## src/rtl/rms_db_level_meter_macros.svh

```systemverilog
// ----------------------------------------------------------------------------
// RMS dBFS level meter assertion macros
// Shared concurrent assertion forms, clocked on i_clk and held off in reset.
// ----------------------------------------------------------------------------
`ifndef RMS_DB_LEVEL_METER_MACROS_SVH
`define RMS_DB_LEVEL_METER_MACROS_SVH

`define RDLM_ASSERT_NEVER(lbl, cond) \
    lbl: assert property (@(posedge i_clk) disable iff (!i_rst_n) !(cond)) \
        else $error("rdlm: forbidden condition seen");

`define RDLM_ASSERT_IMPLY(lbl, ante, cons) \
    lbl: assert property (@(posedge i_clk) disable iff (!i_rst_n) (ante) |-> (cons)) \
        else $error("rdlm: implication violated");

`endif

```

## src/rtl/rdlm_pkg.sv

```systemverilog
// ----------------------------------------------------------------------------
// RMS dBFS level meter package
// Shared constants, the back-end state type and the queue status struct.
// ----------------------------------------------------------------------------
package rdlm_pkg;

    localparam int SAMPLE_W    = 16;
    localparam int LEVEL_W     = 16;
    localparam int FLOOR_W     = 7;
    localparam int FRAC_BITS   = 20;
    localparam int MANT_W      = 31;
    localparam int SQ_W        = 31;
    localparam int FS_LOG2     = 30;
    localparam int K_W         = 30;

    localparam logic [FLOOR_W-1:0] FLOOR_RESET = 7'd60;
    localparam logic [K_W-1:0]     DB_PER_LOG2 = 30'd808071242;

    typedef enum logic [2:0] {
        S_IDLE,
        S_NORM,
        S_FRAC,
        S_SUB,
        S_MUL,
        S_DIV,
        S_DONE
    } t_back_state;

    typedef struct packed {
        logic full;
        logic empty;
    } t_q_stat;

endpackage

```

## src/rtl/rdlm_front.sv

```systemverilog
// ----------------------------------------------------------------------------
// RMS dBFS level meter front end
// Squares each sample, accumulates the chunk and hands finished chunks on.
// ----------------------------------------------------------------------------
module rdlm_front import rdlm_pkg::*; #(
    parameter int MAX_CHUNK = 4096,
    parameter int CW        = 13,
    parameter int SW        = 43
) (
    input  logic                i_clk,
    input  logic                i_rst_n,
    input  logic                i_push,
    output logic                o_full,
    input  logic [SAMPLE_W-1:0] i_sample,
    input  logic                i_last,
    input  logic                i_q_full,
    output logic                o_q_push,
    output logic [SW-1:0]       o_q_sum,
    output logic [CW-1:0]       o_q_cnt
);

    logic            r_a_valid;
    logic            r_a_last;
    logic [SQ_W-1:0] r_a_sq;
    logic [SW-1:0]   r_sum;
    logic [CW-1:0]   r_cnt;

    logic [SAMPLE_W-1:0]   mag;
    logic [2*SAMPLE_W-1:0] sq_full;
    logic                  adv;
    logic                  take;
    logic [SW-1:0]         n_sum;
    logic [CW-1:0]         n_cnt;

    assign mag     = i_sample[SAMPLE_W-1] ? SAMPLE_W'(-i_sample) : i_sample;
    assign sq_full = mag * mag;
    assign adv     = r_a_valid && !(r_a_last && i_q_full);
    assign o_full  = r_a_valid && !adv;
    assign take    = ({1'b0, r_cnt} < (CW+1)'(MAX_CHUNK));
    assign n_sum   = take ? (r_sum + SW'(r_a_sq)) : r_sum;
    assign n_cnt   = take ? (r_cnt + CW'(1)) : r_cnt;

    assign o_q_push = adv && r_a_last;
    assign o_q_sum  = n_sum;
    assign o_q_cnt  = n_cnt;

    always_ff @(posedge i_clk) begin
        if (!i_rst_n) begin
            r_a_valid <= 1'b0;
            r_sum     <= '0;
            r_cnt     <= '0;
        end else begin
            if (i_push && !o_full) begin
                r_a_valid <= 1'b1;
            end else if (adv) begin
                r_a_valid <= 1'b0;
            end
            if (adv) begin
                if (r_a_last) begin
                    r_sum <= '0;
                    r_cnt <= '0;
                end else begin
                    r_sum <= n_sum;
                    r_cnt <= n_cnt;
                end
            end
        end
    end

    always_ff @(posedge i_clk) begin
        if (i_push && !o_full) begin
            r_a_last <= i_last;
            r_a_sq   <= sq_full[SQ_W-1:0];
        end
    end

endmodule

```

## src/rtl/rdlm_queue.sv

```systemverilog
// ----------------------------------------------------------------------------
// RMS dBFS level meter chunk queue
// Two-entry queue of finished chunk totals between front and back ends.
// ----------------------------------------------------------------------------
module rdlm_queue import rdlm_pkg::*; #(
    parameter int W = 56
) (
    input  logic         i_clk,
    input  logic         i_rst_n,
    input  logic         i_push,
    input  logic [W-1:0] i_data,
    input  logic         i_pop,
    output logic [W-1:0] o_data,
    output t_q_stat      o_stat
);

    logic [W-1:0] r_mem [2];
    logic         r_wp;
    logic         r_rp;
    logic [1:0]   r_count;

    assign o_data       = r_mem[r_rp];
    assign o_stat.full  = (r_count == 2'd2);
    assign o_stat.empty = (r_count == 2'd0);

    always_ff @(posedge i_clk) begin
        if (!i_rst_n) begin
            r_wp    <= 1'b0;
            r_rp    <= 1'b0;
            r_count <= 2'd0;
        end else begin
            if (i_push) begin
                r_wp <= !r_wp;
            end
            if (i_pop) begin
                r_rp <= !r_rp;
            end
            if (i_push && !i_pop) begin
                r_count <= r_count + 2'd1;
            end else if (i_pop && !i_push) begin
                r_count <= r_count - 2'd1;
            end
        end
    end

    always_ff @(posedge i_clk) begin
        if (i_push) begin
            r_mem[r_wp] <= i_data;
        end
    end

endmodule

```

## src/rtl/rdlm_back.sv

```systemverilog
// ----------------------------------------------------------------------------
// RMS dBFS level meter back end
// Per-chunk log2, dB scaling and floor division, holding one result beat.
// ----------------------------------------------------------------------------
module rdlm_back import rdlm_pkg::*; #(
    parameter int CW = 13,
    parameter int SW = 43
) (
    input  logic               i_clk,
    input  logic               i_rst_n,
    input  t_q_stat            i_q_stat,
    input  logic [SW-1:0]      i_q_sum,
    input  logic [CW-1:0]      i_q_cnt,
    output logic               o_q_pop,
    input  logic [FLOOR_W-1:0] i_floor,
    output logic               o_empty,
    input  logic               i_pop,
    output logic [LEVEL_W-1:0] o_level
);

    localparam int EW  = $clog2(SW);
    localparam int LW  = EW + FRAC_BITS;
    localparam int PW  = LW + K_W;
    localparam int DLW = PW - 32;
    localparam int DW  = DLW + LEVEL_W;
    localparam int IW  = $clog2(DW + 1);

    t_back_state r_state, n_state;

    logic [SW-1:0]        r_sum, n_sum;
    logic [SW-1:0]        r_v, n_v;
    logic [EW-1:0]        r_e, n_e;
    logic [MANT_W-1:0]    r_m, n_m;
    logic [FRAC_BITS-1:0] r_f, n_f;
    logic [IW-1:0]        r_i, n_i;
    logic                 r_pass, n_pass;
    logic                 r_silent, n_silent;
    logic [LW-1:0]        r_lcnt, n_lcnt;
    logic [LW-1:0]        r_lsum, n_lsum;
    logic [LW-1:0]        r_a, n_a;
    logic [DW-1:0]        r_q, n_q;
    logic [FLOOR_W-1:0]   r_rem, n_rem;
    logic                 r_out_valid, n_out_valid;
    logic [LEVEL_W-1:0]   r_level, n_level;

    logic [2*MANT_W-1:0]  msq;
    logic [MANT_W:0]      sq;
    logic                 fbit;
    logic [LW-1:0]        lval;
    logic [LW-1:0]        num;
    logic [PW-1:0]        dprod;
    logic [FLOOR_W-1:0]   f_eff;
    logic [FLOOR_W:0]     trial;
    logic                 qbit;

    assign msq   = r_m * r_m;
    assign sq    = msq[2*MANT_W-1:MANT_W-1];
    assign fbit  = sq[MANT_W];
    assign lval  = {r_e, r_f[FRAC_BITS-2:0], fbit};
    assign num   = (LW'(FS_LOG2) << FRAC_BITS) + r_lcnt;
    assign dprod = PW'(r_a) * PW'(DB_PER_LOG2);
    assign f_eff = (i_floor == '0) ? FLOOR_W'(1) : i_floor;
    assign trial = {r_rem, r_q[DW-1]};
    assign qbit  = (trial >= {1'b0, f_eff});

    assign o_empty = !r_out_valid;
    assign o_level = r_level;

    always_comb begin
        n_state     = r_state;
        n_sum       = r_sum;
        n_v         = r_v;
        n_e         = r_e;
        n_m         = r_m;
        n_f         = r_f;
        n_i         = r_i;
        n_pass      = r_pass;
        n_silent    = r_silent;
        n_lcnt      = r_lcnt;
        n_lsum      = r_lsum;
        n_a         = r_a;
        n_q         = r_q;
        n_rem       = r_rem;
        n_level     = r_level;
        n_out_valid = r_out_valid && !i_pop;
        o_q_pop     = 1'b0;
        case (r_state)
            S_IDLE: begin
                if (!i_q_stat.empty) begin
                    o_q_pop  = 1'b1;
                    n_sum    = i_q_sum;
                    n_v      = SW'(i_q_cnt);
                    n_e      = EW'(SW - 1);
                    n_pass   = 1'b0;
                    n_silent = (i_q_sum == '0);
                    n_state  = (i_q_sum == '0) ? S_DONE : S_NORM;
                end
            end
            S_NORM: begin
                if (r_v[SW-1]) begin
                    n_m     = r_v[SW-1 -: MANT_W];
                    n_f     = '0;
                    n_i     = '0;
                    n_state = S_FRAC;
                end else begin
                    n_v = {r_v[SW-2:0], 1'b0};
                    n_e = r_e - EW'(1);
                end
            end
            S_FRAC: begin
                n_m = fbit ? sq[MANT_W:1] : sq[MANT_W-1:0];
                n_f = {r_f[FRAC_BITS-2:0], fbit};
                n_i = r_i + IW'(1);
                if (r_i == IW'(FRAC_BITS - 1)) begin
                    if (!r_pass) begin
                        n_lcnt  = lval;
                        n_v     = r_sum;
                        n_e     = EW'(SW - 1);
                        n_pass  = 1'b1;
                        n_state = S_NORM;
                    end else begin
                        n_lsum  = lval;
                        n_state = S_SUB;
                    end
                end
            end
            S_SUB: begin
                n_a     = (num > r_lsum) ? (num - r_lsum) : '0;
                n_state = S_MUL;
            end
            S_MUL: begin
                n_q     = {dprod[PW-1:32], LEVEL_W'(0)};
                n_rem   = '0;
                n_i     = '0;
                n_state = S_DIV;
            end
            S_DIV: begin
                n_rem = qbit ? FLOOR_W'(trial - {1'b0, f_eff}) : trial[FLOOR_W-1:0];
                n_q   = {r_q[DW-2:0], qbit};
                n_i   = r_i + IW'(1);
                if (r_i == IW'(DW - 1)) begin
                    n_state = S_DONE;
                end
            end
            S_DONE: begin
                if (!r_out_valid || i_pop) begin
                    n_out_valid = 1'b1;
                    if (r_silent || (|r_q[DW-1:LEVEL_W])) begin
                        n_level = '0;
                    end else if (r_q[LEVEL_W-1:0] == '0) begin
                        n_level = '1;
                    end else begin
                        n_level = LEVEL_W'((LEVEL_W+1)'(1) << LEVEL_W) -
                                  r_q[LEVEL_W-1:0];
                    end
                    n_state = S_IDLE;
                end
            end
            default: begin
                n_state = S_IDLE;
            end
        endcase
    end

    always_ff @(posedge i_clk) begin
        if (!i_rst_n) begin
            r_state     <= S_IDLE;
            r_out_valid <= 1'b0;
        end else begin
            r_state     <= n_state;
            r_out_valid <= n_out_valid;
        end
    end

    always_ff @(posedge i_clk) begin
        r_sum    <= n_sum;
        r_v      <= n_v;
        r_e      <= n_e;
        r_m      <= n_m;
        r_f      <= n_f;
        r_i      <= n_i;
        r_pass   <= n_pass;
        r_silent <= n_silent;
        r_lcnt   <= n_lcnt;
        r_lsum   <= n_lsum;
        r_a      <= n_a;
        r_q      <= n_q;
        r_rem    <= n_rem;
        r_level  <= n_level;
    end

endmodule

```

## src/rtl/rms_db_level_meter.sv

```systemverilog
// ----------------------------------------------------------------------------
// RMS dBFS level meter
// Chunk loudness of 16-bit PCM as unsigned Q0.16 over a programmable floor.
// ----------------------------------------------------------------------------
// The meter takes one sample per clock for as long as the chunk queue has
// room. After its last sample, a chunk's level reaches the result side once
// the back end has normalized the count and the sum, each by shifts at most
// one less than the accumulator width, and run the bit-serial floor division,
// whose quotient width D is 40 bits at the default chunk size. A silent
// chunk skips the log and division work. The back end handles one chunk at
// a time while two finished chunks wait in the queue and one more in the
// front stage, so chunks shorter than the back-end time stall the input.
module rms_db_level_meter import rdlm_pkg::*; #(
    parameter int MAX_CHUNK = 4096
) (
    input  logic                i_clk,
    input  logic                i_rst_n,
    input  logic                push,
    output logic                full,
    input  logic [SAMPLE_W-1:0] i_sample,
    input  logic                i_last,
    output logic                empty,
    input  logic                pop,
    output logic [LEVEL_W-1:0]  o_level,
    input  logic                i_cfg_valid,
    output logic                o_cfg_ready,
    input  logic [FLOOR_W-1:0]  i_cfg_data
);

`include "rms_db_level_meter_macros.svh"

    localparam int CW = $clog2(MAX_CHUNK + 1);
    localparam int SW = FS_LOG2 + CW;

    logic [FLOOR_W-1:0] r_floor;
    logic               q_push;
    logic               q_pop;
    logic [SW-1:0]      f_sum;
    logic [CW-1:0]      f_cnt;
    logic [SW+CW-1:0]   q_out;
    t_q_stat            q_stat;

    assign o_cfg_ready = 1'b1;

    always_ff @(posedge i_clk) begin
        if (!i_rst_n) begin
            r_floor <= FLOOR_RESET;
        end else if (i_cfg_valid) begin
            r_floor <= i_cfg_data;
        end
    end

    rdlm_front #(.MAX_CHUNK(MAX_CHUNK), .CW(CW), .SW(SW)) u_front (
        .i_clk    (i_clk),
        .i_rst_n  (i_rst_n),
        .i_push   (push),
        .o_full   (full),
        .i_sample (i_sample),
        .i_last   (i_last),
        .i_q_full (q_stat.full),
        .o_q_push (q_push),
        .o_q_sum  (f_sum),
        .o_q_cnt  (f_cnt)
    );

    rdlm_queue #(.W(SW + CW)) u_queue (
        .i_clk   (i_clk),
        .i_rst_n (i_rst_n),
        .i_push  (q_push),
        .i_data  ({f_sum, f_cnt}),
        .i_pop   (q_pop),
        .o_data  (q_out),
        .o_stat  (q_stat)
    );

    rdlm_back #(.CW(CW), .SW(SW)) u_back (
        .i_clk    (i_clk),
        .i_rst_n  (i_rst_n),
        .i_q_stat (q_stat),
        .i_q_sum  (q_out[SW+CW-1:CW]),
        .i_q_cnt  (q_out[CW-1:0]),
        .o_q_pop  (q_pop),
        .i_floor  (r_floor),
        .o_empty  (empty),
        .i_pop    (pop),
        .o_level  (o_level)
    );

    `RDLM_ASSERT_NEVER(a_no_push_when_full, q_push && q_stat.full)
    `RDLM_ASSERT_IMPLY(a_pop_only_when_ready, q_pop, !q_stat.empty)

endmodule
```

## config.mk

```make
export PLATFORM = sky130hd
export DESIGN_NAME = rms_db_level_meter
export DESIGN_NICKNAME = d
export VERILOG_FILES = /design/src/rtl/rdlm_pkg.sv /design/src/rtl/rdlm_front.sv /design/src/rtl/rdlm_queue.sv /design/src/rtl/rdlm_back.sv /design/src/rtl/rms_db_level_meter.sv
export VERILOG_INCLUDE_DIRS = /design/src /design/src/rtl
export SDC_FILE = /design/constraint.sdc
export NUM_CORES = 2
export LEC_CHECK = 0
export BUFFER_PORTS_ARGS = -buffer_cell sky130_fd_sc_hd__buf_2
export CAP_MARGIN = 20
export CORE_ASPECT_RATIO = 0.9
export CORE_MARGIN = 8
export CORE_UTILIZATION = 65
export DETAILED_ROUTE_END_ITERATION = 10
export GPL_TIMING_DRIVEN = 0
export PLACE_DENSITY = 0.87
export SYNTH_ARGS = -nofsm -noshare
export SYNTH_HDL_FRONTEND = slang
export SYNTH_HIERARCHICAL = 1
export SYNTH_SLANG_ARGS = --single-unit
```

## constraint.sdc

```tcl
create_clock -name i_clk -period 13.1 [get_ports i_clk]
set_clock_uncertainty 0.05 [all_clocks]
set_input_delay 2.62 -clock i_clk [delete_from_list [all_inputs] [get_ports i_clk]]
set_output_delay 2.62 -clock i_clk [all_outputs]
set_load 0.05 [all_outputs]
```

==> results.yml <==
sta:
  max_freq_ghz: 0.0847
  finalHoldViolCount: 0
  finalMaxSlewViolations: 0
  rsz0062_at_grt: "false"
  setup_viol: 0
  max_slew_margin: 0.153
  period_needed_ns: 11.80
  worstMarginPinSlew_ns: 1.27
  period_share: 0.901
  tns_ns: 0
yosys:
  syn_inst: 6571
  ys_seq_area_frac: 0.218
  syn_area_per_cell_um2: 10.1
  synth.distinct_cells: 100
  synth-async-reset-ratio: 0
  synth-edff-count: 434
  ys_ff_latch: 507
  synth_ff_type: "edfxtp_1"
  yosys_warnings: 6
  synthesis.area_mm2: 0.0665
worst_setup_path:
  critPathKind: "primary input to flop"
  cp.arrival_ns: 12.11
  critical-path-max-stage-delay_ns: 0.98
  worstPathRequired_ns: 13.41
  r2r_start: "u_back/r_m[12]"
  cp-start-kind: "primary input"
  startpoint: "i_sample[0]"
  path_delay_family: "adder cells"
  cpMaxStageDelayCell: "a2111oi_0"
  critical_path.max_fanout: 11
  cp_num_buf_inv: 9
  end_kind: "flop"
placed_design:
  placed_cells: 7998
  hpwlAfterDp_um: 141000
  numPortBuffers: 44
  gp_congestion: 1.03
routing:
  antenna_left: 0
  wire_per_inst_um: 21.5
  drc: 2
  first_pass_iters: 10
  drt-total-wl_um: 174000
  viasPerCell: 6.01
  vias: 48700
  drt_iter0_markers: 4709
grt:
  grt_remaining_overflow: 0
  gr-max-usage-layer: "met2"
  grtUsageMet3: 0.0770
  use_met2: 0.501
  track_usage: 0.307
  grt_pass1_wl_um: 275000
  grt_antenna_before_repair: 10
  grt_pass1_vias: 51300
  grtUsageMet1: 0.391
  grt_max_degree: 43
clock_tree:
  clockRootBuffer: "clkbuf_16"
  worstSkewPairLatency_ns: 0.61
  cts.sinks: 507
  cts.hold.buffers_added: 0
  cts_setup_buffers: 0
  cts_tree: "yes"
  ctsResizeCount: 0
  path_clk_slew_ns: 0.07
  numCtsBuffers: 49
  htreeDepth: 2
  clockBufferDepth: 3
cells_and_area:
  final_cell_mix: "inv_1, fa_1, ha_1"
  final_nets: 8523
  syn2layout_area_growth_pct: 6.04
  final_common_cell: "inv_1"
  fin_cells: 8104
  drive_above_1_share: 0.0450
floorplan:
  core_mm2: 0.102
  initial_core_util: 0.654
  die_x_um: 353
  die_h_um: 319
  dieArea_mm2: 0.113
  ios: 48
  rows: 111
run_status:
  outcome: "complete, but fails checks"
  violations: "design-rule violations"
worst_hold_path:
  hold_path.class: "flop to flop"
  holdCritStartpoint: "u_back/r_f[14]"
flow_run:
  cap_violations: 0
==> worst register-to-register path: stages, from the launching register on <==
cell and delay (ns):
edfxtp_1 0.67, clkbuf_1 0.94, clkbuf_1 0.85, nand2_1 0.19, fa_1 0.60, inv_1 0.08
fa_1 0.44, fa_1 0.56, inv_1 0.05, fa_1 0.47, inv_1 0.06, fa_1 0.50
inv_1 0.06, fa_1 0.53, inv_1 0.05, fa_1 0.52, fa_1 0.46, ha_1 0.42
nand2_1 0.11, nor3_1 0.27, a31oi_1 0.13, o41ai_2 0.62, nand2_1 0.18, a31oi_1 0.55
a31oi_1 0.25, xor2_1 0.34, o21ai_0 0.24
==> synth_stat cells (all sizes together), types with 27 or more instances <==
cell type,instances,area (um^2)
inv,1476,5540
o21ai,159,796
fa,1066,21300
nand2b,30,195
a31oi,43,269
nand2,595,2240
a22o,33,289
dfxtp,73,1460
nor4,27,169
nor3,55,275
ha,729,9120
nand4,43,269
a21o,87,653
edfxtp,434,13000
xor2,91,805
nand3,58,295
xnor2,125,1090
and3,60,375
and2,205,1280
o21a,27,203
nor2,306,1160
a21oi,244,1230
clkbuf,175,657
mux2,61,687
nor2b,37,231
==> flip-flops by register name (all words and copies together), names as in the netlist, 2 cells and up, named ones only <==
name and flops:
u_front/r_a_sq 30, u_back/r_e 6, u_back/r_rem 7, u_back/r_lsum 26
u_queue/r_mem 112, u_back/r_f 19, r_floor 7, u_back/r_m 31
u_front/r_sum 43, u_back/r_sum 43, u_front/r_cnt 13, u_back/r_i 6
u_back/r_lcnt 26, u_back/r_state 3, u_back/r_q 40, u_queue/r_count 2
u_back/o_level 16, u_back/r_a 26, u_back/r_v 43
==> layout make-up <==
cell class / instances / area, um^2
repair buffers: 67 / 562
diodes: 10 / 25.0
inverters: 1482 / 5560
fillers: 7201 / 31200
well taps: 1356 / 1700
clock inverters: 30 / 339
multi-input cells: 4393 / 45600
flip-flops and latches: 507 / 14500
clock buffers: 60 / 1330
plain buffers: 199 / 853
==> stage by stage <==
step	hold slack, ns	util	area, um^2	setup WS [ns]
CTS	0.419	0.692	70400	1.48
global route	0.431	0.693	70500	0.866
detailed placement	0.404	0.676	68700	0.815
finish	0.417	0.693	70500	1.30
global placement	0.376	0.673	68400	1.04
floorplan	0.371	-	66500	3.10
==> cell families (layout without fill, tap and decap cells) <==
| group | after synthesis | in the layout | share of synthesized area |
|---|---|---|---|
| AND/OR/NAND/NOR | 1487 | 1487 | 0.106 |
| multiplexers | 73 | 73 | 0.0121 |
| buffers and inverters | 1681 | 1838 | 0.0965 |
| other | 3 | 23 | 0.000169 |
| flip-flops | 507 | 507 | 0.218 |
| adder cells (fa/ha/maj) | 1795 | 1795 | 0.458 |
| XOR/XNOR | 216 | 216 | 0.0286 |
| AO/OA/AOI/OAI | 809 | 809 | 0.0805 |
==> per-layer routing <==
metal,vias up,share of wire,routed length [um]
met3,615,0.11,19400
li1,21300,-,-
met1,24100,0.37,64700
met2,2737,0.46,81000
met5,-,0.00022,38
met4,6,0.052,9130
==> worst paths after layout <==
path / to / slack [ns] / cells past startpoint
max: u_front/r_a_sq[30] / 1.30 / 30
min: u_back/r_lcnt[15] / 0.42 / 0
max reg2reg: u_back/r_m[23] / 2.65 / 26
min reg2reg: u_back/r_lcnt[15] / 0.42 / 0
Power is not shown: default switching activity piles up to over one toggle a cycle in this logic, so the estimate is an artifact.
